File: config.mk
export PLATFORM = sky130hd
export DESIGN_NAME = track_key_hash
export DESIGN_NICKNAME = d
export VERILOG_FILES = /design/src/design/thk_pkg.sv /design/src/design/track_key_hash.sv /design/src/design/thk_fnv.sv /design/src/design/thk_comb.sv
export SDC_FILE = /design/constraint.sdc
export NUM_CORES = 1
export LEC_CHECK = 0
export ABC_AREA = 1
export BUFFER_PORTS_ARGS = -buffer_cell sky130_fd_sc_hd__buf_2
export CAP_MARGIN = 10
export CORE_UTILIZATION = 45
export DETAILED_ROUTE_END_ITERATION = 6
export PLACE_DENSITY = 0.66
export SYNTH_ARGS = -nofsm -noshare
export SYNTH_HDL_FRONTEND = slang
export SYNTH_SLANG_ARGS = --single-unit
File: constraint.sdc
create_clock -name clk -period 6.35 [get_ports clk]
set_input_delay 1.27 -clock clk [delete_from_list [all_inputs] [get_ports clk]]
set_output_delay 1.27 -clock clk [all_outputs]
set_load 0.05 [all_outputs]
File: src/design/thk_pkg.sv
// Shared types, constants and hash helper functions for the track key hash block.
package thk_pkg;

  localparam logic [63:0] FNV_BASIS = 64'hcbf2_9ce4_8422_2325;
  localparam logic [63:0] GOLDEN    = 64'h9e37_79b9_7f4a_7c15;
  localparam logic [2:0]  CNT_MAX   = 3'd7;
  localparam logic [2:0]  CNT_MIN_OK = 3'd2;
  localparam logic [2:0]  CNT_MAX_OK = 3'd3;

  typedef struct packed {
    logic [7:0] data_byte;
    logic       has_byte;
    logic       field_end;
    logic       key_end;
  } item_t;

  typedef struct packed {
    logic        valid;
    logic        close;
    logic        key_end;
    logic [63:0] str_hash;
  } close_t;

  // Multiply by the FNV prime 2^40 + 2^8 + 0xb3 as a sum of shifts, modulo 2^64.
  function automatic logic [63:0] fnv_mul(input logic [63:0] x);
    fnv_mul = (x << 40) + (x << 8) + (x << 7) + (x << 5) + (x << 4) + (x << 1) + x;
  endfunction

  function automatic logic [63:0] fold_in(input logic [63:0] h, input logic [63:0] k);
    fold_in = h ^ (k + GOLDEN + (h << 12) + (h >> 4));
  endfunction

endpackage

File: src/design/track_key_hash.sv
// Top level of the track key hash block: input register, FNV stage and combining stage.
//
//   Channel  Direction  tdata                tuser                      tlast
//   in_      slave      data_byte [7:0]      has_byte, field_end        key_end
//   out_     master     key_hash [31:0]      malformed                  -
//
// One word is taken per cycle unless stalled; a key end word passes the input, FNV and result registers.
// The string accumulator loop through the shift-add FNV multiply sets the cycle time.
// Reset is synchronous and returns all key state to its initial values.
// The pipeline stalls only when a key end word must write a result still not taken.
module track_key_hash (
  input  logic        clk,
  input  logic        rst_n,
  input  logic        in_tvalid,
  output logic        in_tready,
  input  logic [7:0]  in_tdata,   // [7:0] data_byte
  input  logic [1:0]  in_tuser,   // [0] has_byte, [1] field_end
  input  logic        in_tlast,
  output logic        out_tvalid,
  input  logic        out_tready,
  output logic [31:0] out_tdata,  // [31:0] key_hash
  output logic        out_tuser   // [0] malformed
);
  import thk_pkg::*;

  logic   en;
  logic   i_valid_r;
  logic   i_valid_nxt;
  item_t  i_item_r;
  item_t  i_item_nxt;
  close_t close_w;

  assign en = !(out_tvalid && !out_tready && close_w.valid && close_w.key_end);
  assign in_tready = en;

  always_comb begin
    i_valid_nxt = en ? in_tvalid : i_valid_r;
    i_item_nxt = i_item_r;
    if (en && in_tvalid) begin
      i_item_nxt.data_byte = in_tdata;
      i_item_nxt.has_byte = in_tuser[0];
      i_item_nxt.field_end = in_tuser[1];
      i_item_nxt.key_end = in_tlast;
    end
  end

  always_ff @(posedge clk) begin
    if (!rst_n) begin
      i_valid_r <= 1'b0;
    end else begin
      i_valid_r <= i_valid_nxt;
    end
    i_item_r <= i_item_nxt;
  end

  thk_fnv u_fnv (
    .clk        (clk),
    .rst_n      (rst_n),
    .en         (en),
    .item_valid (i_valid_r),
    .item       (i_item_r),
    .close_o    (close_w)
  );

  thk_comb u_comb (
    .clk        (clk),
    .rst_n      (rst_n),
    .en         (en),
    .close_i    (close_w),
    .out_tready (out_tready),
    .out_valid  (out_tvalid),
    .key_hash   (out_tdata),
    .malformed  (out_tuser)
  );

  a_malformed_zero: assert property (@(posedge clk) disable iff (!rst_n)
    (out_tvalid && out_tuser) |-> (out_tdata == 32'd0))
    else $error("malformed key carries a non-zero hash");

  a_stall_cause: assert property (@(posedge clk) disable iff (!rst_n)
    !in_tready |-> (out_tvalid && !out_tready))
    else $error("input stalled while the result register was free");

endmodule

File: src/design/thk_fnv.sv
// FNV-1a string accumulator stage that hands each closed string hash onwards.
module thk_fnv (
  input  logic           clk,
  input  logic           rst_n,
  input  logic           en,
  input  logic           item_valid,
  input  thk_pkg::item_t item,
  output thk_pkg::close_t close_o
);
  import thk_pkg::*;

  logic [63:0] acc_r;
  logic [63:0] acc_nxt;
  logic [63:0] acc_upd;
  logic        closing;
  close_t      close_r;
  close_t      close_nxt;

  always_comb begin
    acc_upd = item.has_byte ? fnv_mul(acc_r ^ {56'd0, item.data_byte}) : acc_r;
    closing = item.field_end | item.key_end;
    acc_nxt = acc_r;
    close_nxt = close_r;
    if (en) begin
      close_nxt.valid = item_valid;
      close_nxt.close = item_valid & closing;
      close_nxt.key_end = item_valid & item.key_end;
      close_nxt.str_hash = acc_upd;
      if (item_valid) begin
        acc_nxt = closing ? FNV_BASIS : acc_upd;
      end
    end
  end

  always_ff @(posedge clk) begin
    if (!rst_n) begin
      acc_r <= FNV_BASIS;
      close_r.valid <= 1'b0;
      close_r.close <= 1'b0;
      close_r.key_end <= 1'b0;
    end else begin
      acc_r <= acc_nxt;
      close_r.valid <= close_nxt.valid;
      close_r.close <= close_nxt.close;
      close_r.key_end <= close_nxt.key_end;
    end
    close_r.str_hash <= close_nxt.str_hash;
  end

  assign close_o = close_r;

  a_basis_after_close: assert property (@(posedge clk) disable iff (!rst_n)
    (en && item_valid && closing) |=> (acc_r == FNV_BASIS))
    else $error("string accumulator not restored after a string closed");

  a_key_end_closes: assert property (@(posedge clk) disable iff (!rst_n)
    close_r.key_end |-> (close_r.close && close_r.valid))
    else $error("key end word did not close its string");

endmodule

File: src/design/thk_comb.sv
// Combining stage that folds string hashes together and holds the result register.
module thk_comb (
  input  logic            clk,
  input  logic            rst_n,
  input  logic            en,
  input  thk_pkg::close_t close_i,
  input  logic            out_tready,
  output logic            out_valid,
  output logic [31:0]     key_hash,
  output logic            malformed
);
  import thk_pkg::*;

  logic [63:0] comb_r;
  logic [63:0] comb_nxt;
  logic [63:0] comb_upd;
  logic [2:0]  cnt_r;
  logic [2:0]  cnt_nxt;
  logic [2:0]  cnt_upd;
  logic        bad;
  logic        emit;
  logic        out_valid_r;
  logic        out_valid_nxt;
  logic [31:0] key_hash_r;
  logic [31:0] key_hash_nxt;
  logic        malformed_r;
  logic        malformed_nxt;

  always_comb begin
    comb_upd = (cnt_r == 3'd0) ? close_i.str_hash : fold_in(comb_r, close_i.str_hash);
    cnt_upd = (cnt_r < CNT_MAX) ? cnt_r + 3'd1 : cnt_r;
    bad = (cnt_upd < CNT_MIN_OK) || (cnt_upd > CNT_MAX_OK);
    emit = en && close_i.valid && close_i.key_end;
    comb_nxt = comb_r;
    cnt_nxt = cnt_r;
    if (en && close_i.valid && close_i.close) begin
      comb_nxt = comb_upd;
      cnt_nxt = cnt_upd;
    end
    if (emit) begin
      comb_nxt = 64'd0;
      cnt_nxt = 3'd0;
    end
    out_valid_nxt = out_valid_r & ~out_tready;
    key_hash_nxt = key_hash_r;
    malformed_nxt = malformed_r;
    if (emit) begin
      out_valid_nxt = 1'b1;
      key_hash_nxt = bad ? 32'd0 : comb_upd[31:0];
      malformed_nxt = bad;
    end
  end

  always_ff @(posedge clk) begin
    if (!rst_n) begin
      comb_r <= 64'd0;
      cnt_r <= 3'd0;
      out_valid_r <= 1'b0;
    end else begin
      comb_r <= comb_nxt;
      cnt_r <= cnt_nxt;
      out_valid_r <= out_valid_nxt;
    end
    key_hash_r <= key_hash_nxt;
    malformed_r <= malformed_nxt;
  end

  assign out_valid = out_valid_r;
  assign key_hash = key_hash_r;
  assign malformed = malformed_r;

  a_count_cleared: assert property (@(posedge clk) disable iff (!rst_n)
    emit |=> (cnt_r == 3'd0 && comb_r == 64'd0))
    else $error("key state not cleared after a key end");

  a_no_overwrite: assert property (@(posedge clk) disable iff (!rst_n)
    emit |-> (!out_valid_r || out_tready))
    else $error("result word overwritten before it was taken");

endmodule
==> results of run 1 <==
==> layout by cell type (no fill, tap or decap), drive strengths merged, types with 2 or more instances in the layout <==
cell type     n
nand2      1240
inv        1122
fa          289
nor2        276
a21oi       263
nand3       252
ha          246
dfxtp       136
edfxtp      108
o21ai        95
buf          72
xor2         66
xnor2        51
clkbuf       35
and2         33
nor3         31
o211ai       29
or2          29
nand4        28
o21bai       20
clkinv       14
o21a         10
nand3b        7
a21boi        6
bufinv        4
nor4          3
a21o          2
o22ai         2
==> worst max-delay path: stages, from the launching register on <==
cell and delay [ns]:
sky130_fd_sc_hd__dfxtp_1 0.52, sky130_fd_sc_hd__inv_1 0.33, sky130_fd_sc_hd__fa_1 0.65, sky130_fd_sc_hd__inv_1 0.06, sky130_fd_sc_hd__fa_1 0.47, sky130_fd_sc_hd__inv_1 0.05
sky130_fd_sc_hd__fa_1 0.39, sky130_fd_sc_hd__fa_1 0.52, sky130_fd_sc_hd__inv_1 0.04, sky130_fd_sc_hd__ha_1 0.41, sky130_fd_sc_hd__nand2_1 0.13, sky130_fd_sc_hd__nor2_1 0.17
sky130_fd_sc_hd__inv_1 0.08, sky130_fd_sc_hd__nor2_1 0.09, sky130_fd_sc_hd__inv_1 0.07, sky130_fd_sc_hd__nor3_1 0.44, sky130_fd_sc_hd__nand3_1 0.31, sky130_fd_sc_hd__nand3_1 0.17
sky130_fd_sc_hd__nand3_1 0.13, sky130_fd_sc_hd__and2_1 0.20
==> path summary, 6_finish.rpt <==
path                           startpoint                      endpoint  slack [ns]
max           u_fnv.acc_r[8]$_SDFFE_PN1P_   u_fnv.close_o[62]$_DFFE_PN_        0.88
min          u_fnv.acc_r[41]$_SDFFE_PN0P_  u_fnv.acc_r[41]$_SDFFE_PN0P_        0.47
max reg2reg   u_fnv.acc_r[8]$_SDFFE_PN1P_   u_fnv.close_o[62]$_DFFE_PN_        0.88
min reg2reg  u_fnv.acc_r[41]$_SDFFE_PN0P_  u_fnv.acc_r[41]$_SDFFE_PN0P_        0.47
==> layout make-up <==
class	count	area share [%]
Sequential cell	244	18.06
Multi-Input combinational cell	2982	61.38
Inverter	1118	12.72
Timing Repair Buffer	72	1.265
Clock buffer	35	2.455
Tap cell	873	3.308
Clock inverter	23	0.8070
==> per-stage QoR <==
stage / instances / instance area (sq um) / worst slack (ns) / utilization [%]
6_report: 5347 / 33020 / 0.8792 / 49.09
5_1_grt: 5347 / 33020 / 0.6006 / 49.09
4_1_cts: 5347 / 33020 / 0.9012 / 49.09
3_5_place_dp: 5289 / 31950 / 0.9097 / 47.49
3_3_place_gp: 5289 / 31950 / 0.9421 / 47.49
2_1_floorplan: 4412 / 30690 / 1.817 / -
==> cell families (layout without fill, tap and decap cells) <==
| kind of cell | Yosys count | in the layout | synth area share, % |
|---|---|---|---|
| buffers and inverters | 1186 | 1248 | 14.57 |
| flip-flops | 244 | 244 | 19.44 |
| AND/OR/NAND/NOR | 1900 | 1900 | 26.14 |
| adder cells (fa/ha/maj) | 535 | 535 | 28.88 |
| AO/OA/AOI/OAI | 430 | 430 | 7.628 |
| XOR/XNOR | 117 | 117 | 3.339 |
==> synthesized netlist by cell type (46+ instances only) <==
master	instances	area, sq um
sky130_fd_sc_hd__nand2_1	1222	4587
sky130_fd_sc_hd__inv_1	1086	4076
sky130_fd_sc_hd__fa_1	289	5786
sky130_fd_sc_hd__a21oi_1	263	1316
sky130_fd_sc_hd__ha_1	246	3078
sky130_fd_sc_hd__nand3_1	241	1206
sky130_fd_sc_hd__nor2_1	241	904.6
sky130_fd_sc_hd__dfxtp_1	136	2723
sky130_fd_sc_hd__edfxtp_1	108	3243
sky130_fd_sc_hd__o21ai_0	79	395.4
sky130_fd_sc_hd__xor2_1	66	578.1
sky130_fd_sc_hd__xnor2_1	51	446.7
sky130_fd_sc_hd__clkbuf_1	46	172.7
==> state kept, by name, indices dropped and copies added, names as in the netlist <==
name / cells
u_comb.key_hash: 32
u_comb.out_valid: 1
i_item_r: 11
u_fnv.acc_r: 64
u_comb.comb_r: 64
u_comb.cnt_r: 3
i_valid_r: 1
u_fnv.close_o: 67
u_comb.malformed: 1
==> layer usage <==
| metal | part of all wire (%) | routed length, um | vias up |
|---|---|---|---|
| li1 | - | - | 13420 |
| met1 | 44 | 43960 | 12750 |
| met2 | 46 | 46030 | 873 |
| met3 | 6.0 | 6056 | 189 |
| met4 | 4.5 | 4496 | 0 |
| met5 | 0 | 0 | - |
==> run summary, run 1 <==
Dividing the synthesized area by the synthesized cell count gives 6.956 sq um. Summing all flip-flop and latch instances after layout gives 5966 sq um. For met1 alone, demand over resource in global routing was 39.24%. Measured along the y axis, the die boundary spans 263.2 um. Detailed placement finished with a half-perimeter wire length of 84.04 mm. In the final layout, the share of cells above drive strength 1 is 5.610%. Dividing the detail-routed via count by the number of cells gives 5.094.

Max-cap violations in this run came to 0. Counting flops with a built-in enable in the synthesized netlist gives 108. For the number of setup buffers added after CTS, the log shows 0. The met3 global-route usage was 2.759%. In this run the tool buffered the top-level ports with 49 buffer cells. Dividing the final minimum period by the clock period gives 86.15%. The clock drives 244 sinks.

The final route contains 27.24k vias. The required time reported for the critical path endpoint was 6.73 ns. For the number of top-level design ports, the log shows 50.

The clock edge transition at the registers on the reported setup and hold paths is 0.07 ns. The largest net degree at the start of global routing is 70, and the starting density of the core is 45.62%. Total nets after synthesis: 4962. Setup repair after global routing left no endpoint under its margin.

For the H-tree depth, the log shows 1. After synthesis the cells add up to 30690 sq um. For the pin with the worst max-slew slack, the measured transition is 0.9829 ns.

The tools report the instance count of the mapped netlist as 4412. The run gives 2071 as the number of design-rule violations left by the first detailed-router iteration. The number of distinct library cells after synthesis came out at 47. The overall fraction of global-route tracks in use was 29.36%.

The total overflow left after global routing is 0. For this block, the routed nets add up to 100.5 mm of wire. The final layout contains 4999 nets. In the routed design, unresolved DRC markers number 0. The logs give 1 for the initial antenna violation count and 0 for the number of slew-limit violations in the final report.

The worst setup path is of the flop to flop kind. In the final routed layout, each cell accounts on average for 18.80 um. Synthesis inferred 244 register bits. The endpoint kind of the worst setup timing path was a flop. Once detail routing completed, the nets flagged for antenna violations numbered 0. The tools report the area taken by multi-input logic gates as 20270 sq um. The number of cells on the worst reg-to-reg path came out at 19. The die outline width came out at 263.2 um.

The maximum net fanout on the critical path is 6, and the number of optimization iterations in the first detailed-route pass is 5. From synthesis to final layout, the design area changed by 7.603%. TritonCTS built the clock tree. The floorplan row count was 95; the CTS buffer count was 31.

The run gives 0 ns as the total negative slack for setup checks. Of the synthesized area, sequential elements account for 19.44%. In this run the deepest clock path goes through 3 buffers. Final hold analysis gives a worst-case slack of 0.4696 ns.

The clock arrives with 0.02019 ns of skew. The worst hold path was traced through 2 stages. Global routing consumed, on the met2 layer, 49.02% of the routing resources. The time the final worst path needs with I/O delays and setup came out at 5.471 ns.

During synthesis, Yosys emitted a total of 0 warnings. Classification of the worst-slack hold path: flop to flop. The number of failing setup endpoints in the final timing report came out at 0. The logs give 154.8 mm for the first-pass GRT wire length and 5.85 ns for the worst endpoint data arrival time. The master cell of the clock root buffer was sky130_fd_sc_hd__clkbuf_16. Routability-driven placement finished with a final weighted congestion of 1.085. The launching element type of the critical path was a flop.

Counting flops with an async set or reset pin after synthesis yields a share of 0%. In the synthesized netlist the dominant register cell turns out to be sky130_fd_sc_hd__dfxtp_1. The total count of hold-check failures in the final report is 0.

The number of resized instances in the post-cts repair step is 0. The flow ran to the end, and the final reports show no timing, DRC or antenna violations. Highest-utilization routing layer at the global route stage: met2. Achievable clock frequency: 0.1828 GHz. The run gives 26.75k as the via count of the first global-routing pass. For the worst-skew pair, the clock arrives at the later sink with an insertion delay of 0.62 ns.

0 antenna diodes ended up in the layout. The run gives 34.32% as the headroom to the max-slew limit. The tools report the number of hold-repair buffers added at the cts stage as 0.

Fill cells in the final layout number 6926. After floorplanning, the core was sized to cover 67280 sq um. The floorplan die area is 69250 sq um.
Power of run 1 is left out: the tool's default activity adds up to more than one toggle a clock period on the data nets, which glitch-free logic cannot reach.
==> inputs of run 2 (changes only) <==
--- a/config.mk
+++ b/config.mk
@@ -8,9 +8,12 @@
 export ABC_AREA = 1
 export BUFFER_PORTS_ARGS = -buffer_cell sky130_fd_sc_hd__buf_2
 export CAP_MARGIN = 10
+export CORE_MARGIN = 2
 export CORE_UTILIZATION = 45
 export DETAILED_ROUTE_END_ITERATION = 6
 export PLACE_DENSITY = 0.66
+export SETUP_SLACK_MARGIN = 0.1
+export SLEW_MARGIN = 20
 export SYNTH_ARGS = -nofsm -noshare
 export SYNTH_HDL_FRONTEND = slang
 export SYNTH_SLANG_ARGS = --single-unit
==> run 2 against run 1 <==
Die area grew 1.5%; clock-buffer cell count did not move; sequential cell count stayed put; wire length down 0.91%; cell count shrank 0.13%; register-to-register slack worse by 0.03 ns; core utilization is 0.24 points lower; clock skew up 0.0086 ns; fmax decreased by 0.62%; non-clock buffer count down 5; global-route usage down 0.56 points; via count rose by 1.1%.
==> run summary, run 2 (synthesis gave the netlist of run 1 again) <==
Once the clock tree was built, the resizer swapped 0 gates to a different size. In this run the deepest clock path goes through 3 buffers. Final antenna diode count: 0. Summed over all layers, the global routing overflow is 0. In this run the tool buffered the top-level ports with 49 buffer cells. The run gives 2 as the initial antenna violation count.

The worst register-to-register path begins at i_item_r[3]$_DFFE_PP_. Once detailed placement completed, the half-perimeter wirelength came to 82.64 mm. In this run the core area contains 95 standard-cell rows. The number of setup buffers added after CTS was 0. The fraction of final layout cells with drive strength greater than 1 is 5.395%. The total count of hold-check failures in the final report was 0. The flow ran to the end, and the final reports show no timing, DRC or antenna violations.

Tracing the worst setup path back leads to its startpoint at i_item_r[3]$_DFFE_PP_. Using the TritonRoute via totals, the vias-per-cell ratio works out to 5.157. The logs give 71 for the largest net degree at the start of global routing and 0.1817 GHz for the achievable clock frequency. The critical path is of the flop to flop type.

The number of slew-limit violations in the final report was 0. For this run, the detailed router's first-pass iteration total came to 6. The die outline width is 265.2 um. The tools report the worst clock skew as 0.02880 ns. For the worst-skew pair, the clock arrives at the later sink with an insertion delay of 0.63 ns. The pin slew with the least headroom to its limit is 1.071 ns.

The vertical extent of the die works out to 265.2 um. The master cell of the clock root buffer was sky130_fd_sc_hd__clkbuf_16. The startpoint identified for the worst hold timing path is i_valid_r$_SDFFE_PN0N_. The area growth from synthesis to layout is 7.261%, and the worst endpoint data arrival time is 5.82 ns. The number of hold-repair buffers added at the cts stage is 0. During I/O placement, the number of pins put on the boundary was 50. The number of nets with antenna violations after detailed routing is 0, and the clock edge transition at the registers on the reported setup and hold paths is 0.06 ns. The first-pass GRT wire length is 155.2 mm, and the number of max-cap violations is 0. The via count of the first global-routing pass came out at 27.29k. Setup violations remaining at the end of the flow were counted as 0. The floorplan die area came out at 70310 sq um. The run gives 32920 sq um as the cell area after layout. The logs give 0 for the remaining routing DRC violations and 28.61% for the headroom to the max-slew limit. STA classifies the critical path endpoint as a flop. Subtracting the final worst setup slack from the clock period gives 5.505 ns.

TritonCTS built the clock tree. The total negative slack for setup checks was 0 ns. After floorplanning, the core was sized to cover 67400 sq um.

Routability congestion estimate: 1.046. The worst path uses 86.69% of the clock period. Average wire per cell in the routed design: 18.66 um.

The top cell types in the final layout, fill and taps aside, are sky130_fd_sc_hd__nand2_1 (1221), sky130_fd_sc_hd__inv_1 (1086), sky130_fd_sc_hd__fa_1 (289), sky130_fd_sc_hd__a21oi_1 (263), sky130_fd_sc_hd__ha_1 (246). In this run the register-to-register setup slack is 0.85 ns. The final layout contains routed wiring with a total length of 99.63 mm. For the net count of the finished layout, the log shows 4993. Setup repair after global routing left no endpoint under its margin. After detailed placement, the total cell area comes to 31910 sq um. The routed layout has 27.54k vias. The number of clock buffers added by TritonCTS is 30. The number of design-rule violations left by the first detailed-router iteration was 2304; the maximum net fanout on the critical path was 7. Fill cells in the final layout number 6866. The classification of the worst-slack hold path is flop to flop. The most common library cell in the layout ignoring fill and taps is sky130_fd_sc_hd__nand2_1.

Global routing consumed, over all layers together, 28.80% of the routing resources. The number of flip-flops under the largest register name is 67, and the TritonCTS sink count is 244. The H-tree depth was 1. For the worst setup path, the data required time is 6.66 ns.

The launching element type of the critical path was a flop. For this configuration, the core starts out at a cell density of 45.54%.
## run 2: changes by cell type in the layout (fill, tap and decap cells not counted), sizes merged
cell / previous run / this run
inv: 1122 / 1120
clkinvlp: 1 / 4
buf: 72 / 67
bufinv: 4 / 3
clkinv: 14 / 12
## run 2: routing by layer
| metal | wire, um | global-route usage [%] | vias up | share of wire, % |
|---|---|---|---|---|
| met4 | 4352 | 10.83 | 2 | 4.4 |
| met2 | 45750 | 47.97 | 983 | 46 |
| met3 | 7071 | 3.472 | 215 | 7.1 |
| met1 | 42440 | 38.40 | 12910 | 43 |
| met5 | 13 | 0 | - | 0.013 |
| li1 | - | - | 13430 | - |
## run 2: worst max-delay path, cell delays in order (launching register included)
cell                       delay, ns
sky130_fd_sc_hd__edfxtp_1       0.39
sky130_fd_sc_hd__xor2_1         0.62
sky130_fd_sc_hd__ha_1           0.37
sky130_fd_sc_hd__xor2_1         0.19
sky130_fd_sc_hd__fa_1           0.51
sky130_fd_sc_hd__inv_1          0.04
sky130_fd_sc_hd__ha_1           0.27
sky130_fd_sc_hd__ha_1           0.28
sky130_fd_sc_hd__ha_1           0.18
sky130_fd_sc_hd__inv_1          0.07
sky130_fd_sc_hd__fa_1           0.40
sky130_fd_sc_hd__inv_1          0.09
sky130_fd_sc_hd__nand3_1        0.07
sky130_fd_sc_hd__nand2_1        0.24
sky130_fd_sc_hd__nand2_1        0.10
sky130_fd_sc_hd__nand2_2        0.13
sky130_fd_sc_hd__nand2_1        0.06
sky130_fd_sc_hd__nand2_1        0.15
sky130_fd_sc_hd__nand2_1        0.07
sky130_fd_sc_hd__nand2_1        0.18
sky130_fd_sc_hd__xnor2_1        0.17
sky130_fd_sc_hd__a21boi_0       0.61
## run 2: path summary, 6_finish.rpt
path	to	depth (start not counted)
setup / recovery	u_fnv.close_o[23]$_DFFE_PN_	21
hold / removal	i_valid_r$_SDFFE_PN0N_	2
setup reg to reg	u_fnv.close_o[23]$_DFFE_PN_	21
hold reg to reg	i_valid_r$_SDFFE_PN0N_	2
## run 2: stage by stage
stage               util (%)  std cells  hold slack [ns]  worst slack, ns
floorplan                  -       4412           0.4370            1.817
global placement       47.35       5284           0.4491            1.076
detailed placement     47.35       5284           0.4555            1.037
CTS                    48.84       5340           0.4667            1.001
global route           48.84       5340           0.4911           0.5911
finish                 48.84       5340           0.4668           0.8450
## run 2: layout make-up
| cell class | instances | area [sq um] | area share (%) |
|---|---|---|---|
| flip-flops and latches | 244 | 5966 | 18.12 |
| inverters | 1118 | 4199 | 12.76 |
| well taps | 873 | 1092 | 3.318 |
| clock inverters | 21 | 240.2 | 0.7298 |
| multi-input cells | 2982 | 20270 | 61.58 |
| clock buffers | 35 | 769.5 | 2.338 |
| repair buffers | 67 | 380.4 | 1.155 |
Power of run 2 is left out for the same reason.
==> inputs of run 3 (changes only) <==
--- a/config.mk
+++ b/config.mk
@@ -11,6 +11,7 @@
 export CORE_MARGIN = 2
 export CORE_UTILIZATION = 45
 export DETAILED_ROUTE_END_ITERATION = 6
+export HOLD_SLACK_MARGIN = 0.03
 export PLACE_DENSITY = 0.66
 export SETUP_SLACK_MARGIN = 0.1
 export SLEW_MARGIN = 20
==> constraint.sdc (replaced) <==
create_clock -name clk -period 6.35 [get_ports clk]
set_input_delay 1.27 -clock clk [delete_from_list [all_inputs] [get_ports clk]]
set_output_delay 1.27 -clock clk [all_outputs]
set_load 0.02 [all_outputs]
==> run 3 against run 2 <==
Worst hold slack got worse by 0.0027 ns; clock skew decreased by 0.0041 ns; cell count about the same; wire length increased by 2.5%; first-iteration DRC count increased by 1.3%; non-clock buffer count increased by 1; die area unchanged; register-to-register slack got worse by 0.12 ns; global-route usage increased by 0.77 points; critical path type unchanged; design area increased by 0.17%.
==> run summary, run 3 (synthesis gave the netlist of run 1 again) <==
The initial antenna violation count was 2; the pin slew with the least headroom to its limit was 1.008 ns. Global routing used 29.57% of the available tracks across all layers. For the largest net degree at the start of global routing, the log shows 70. The most common cell type on the critical path is sky130_fd_sc_hd__inv_1.

The tightest min-delay check is of the flop to flop type. The register with the most flip-flops in the layout has 67 of them. The number of failing setup endpoints in the final timing report was 0; the number of nets with antenna violations after detailed routing was 0. The die is 265.2 um wide. For the core box area, the log shows 67400 sq um.

Row generation in the floorplan step produced 95 rows. The top cell types in the final layout, fill and taps aside, are sky130_fd_sc_hd__nand2_1 (1221), sky130_fd_sc_hd__inv_1 (1086), sky130_fd_sc_hd__fa_1 (289), sky130_fd_sc_hd__a21oi_1 (263), sky130_fd_sc_hd__ha_1 (246). The TritonCTS sink count is 244, and the share of the clock period used by the worst path after layout is 88.62%. Walking the worst path, the cells encountered are inv_1 > fa_1 > inv_1 > fa_1 > inv_1 > fa_1 > fa_1 > inv_1 > ha_1 > nand2_1 > inv_1 > nand2_1 > nor2_1 > inv_1 > nor3_1 > nand3_1 > nand3_1 > nand3_1 > and2_1. Worst slack at placement: 0.8503 ns. The most common library cell in the layout ignoring fill and taps is sky130_fd_sc_hd__nand2_1. For this run, the post-layout net count is 4995. For the H-tree depth, the log shows 1.

The cell family contributing the most delay on the critical path is adder cells. The total overflow left after global routing is 0. The detailed-route wire length was 102.1 mm; the sum of buffers and inverters on the critical path was 6. Beginning of the worst hold path: i_valid_r$_SDFFE_PN0N_. Relative to the synthesized area, the layout overhead comes to 7.444%.

In the routed design, unresolved DRC markers number 0. Detailed placement ended at an HPWL of 85.37 mm. The slowest cell on the critical path is sky130_fd_sc_hd__dfxtp_1.

The clock arrives with 0.02467 ns of skew. The maximum net fanout on the critical path works out to 5. The average wire per cell in the routed design was 19.11 um. The run finished with clean final reports. The vertical extent of the die is 265.2 um. In this design, the stage delay of the slowest critical-path cell is 0.71 ns. The tree is rooted in a sky130_fd_sc_hd__clkbuf_16. Utilization after layout: 48.93%.

The first TritonRoute pass finished after 6 iterations. Once the floorplan was initialized, standard cells occupied 45.54% of the core. The run gives 0 as the total count of hold-check failures in the final report. The clock reaches the later pin of the worst-skew pair after 0.62 ns. The total negative slack for setup checks was 0 ns.

The worst path needs 5.627 ns of the cycle, external delays included. Input and output buffers added on the ports amount to 49. Clock-pin slew was measured on the worst setup and hold paths at 0.06 ns. Max-cap violations in this run came to 0. Buffers added to address setup during post-CTS repair amount to 0.

For this run, the top clock speed supported by timing is 0.1777 GHz. The worst setup path is captured at a flop. Once the clock tree was built, the resizer swapped 0 gates to a different size.

The floorplan die area came out at 70310 sq um. The worst endpoint data arrival time was 6.00 ns. Tracing the worst setup path back leads to its startpoint at u_fnv.acc_r[50]$_SDFFE_PN0P_. The first routing iteration left 2334 violations. Clock tree synthesis inserted a total of 31 buffers. The repair_antennas step left the layout with diodes totalling 0. The run gives 6.72 ns as the required time reported for the critical path endpoint. The maximum buffer depth of the clock tree is 3, and the via count of the first global-routing pass is 27.07k. The critical path is of the flop to flop type. TritonCTS built the clock tree. Setup repair after global routing left no endpoint under its margin. The fraction of final layout cells with drive strength greater than 1 was 5.570%. The launching element type of the critical path is a flop.

Pin placement for this block handled 50 I/O pins. The number of slew-limit violations in the final report came out at 0. The first global-routing pass estimated 158.0 mm of wire. Headroom to the max-slew limit came out at 32.64%. The tools report the routability congestion estimate as 1.094. Across all layers, the routed design uses 27.25k vias. Number of hold-repair buffers added at the cts stage: 0. The final worst-path setup slack was 0.7229 ns. Origin of the critical flop-to-flop path: u_fnv.acc_r[50]$_SDFFE_PN0P_. The number of vias per cell after detailed routing works out to 5.100.
## run 3: final timing paths
| kind | slack, ns | end | cells past startpoint |
|---|---|---|---|
| worst max-delay path | 0.72 | u_fnv.close_o[62]$_DFFE_PN_ | 19 |
| worst min register to register | 0.46 | i_valid_r$_SDFFE_PN0N_ | 2 |
| worst min-delay path | 0.46 | i_valid_r$_SDFFE_PN0N_ | 2 |
| worst max register to register | 0.72 | u_fnv.close_o[62]$_DFFE_PN_ | 19 |
## run 3: metal layers
metal	vias up	track usage (%)	routed length [um]
met5	-	0	0
met4	0	11.28	4635
met3	178	2.342	6108
met2	865	49.77	47120
met1	12780	39.73	44220
li1	13420	-	-
## run 3: metrics by stage
step | hold WS (ns) | std cells | cell area (sq um)
6_report | 0.4641 | 5343 | 32980
3_3_place_gp | 0.4465 | 5285 | 31920
5_1_grt | 0.4852 | 5343 | 32980
4_1_cts | 0.4686 | 5343 | 32980
2_1_floorplan | 0.4370 | 4412 | 30690
3_5_place_dp | 0.4567 | 5285 | 31920
## run 3: area by class of cell
class | instances | area (sq um)
Multi-Input combinational cell | 2982 | 20270
Tap cell | 873 | 1092
Timing Repair Buffer | 68 | 387.9
Sequential cell | 244 | 5966
Inverter | 1118 | 4199
Clock inverter | 17 | 185.2
Clock buffer | 41 | 873.3
Fill cell | 6887 | 34420
## run 3: worst min-delay path, cell delays in order, from the launching register on
cell	delay, ns
sky130_fd_sc_hd__dfxtp_1	0.31
sky130_fd_sc_hd__nand2_1	0.06
sky130_fd_sc_hd__a21oi_1	0.05
Power of run 3 is left out for the same reason.
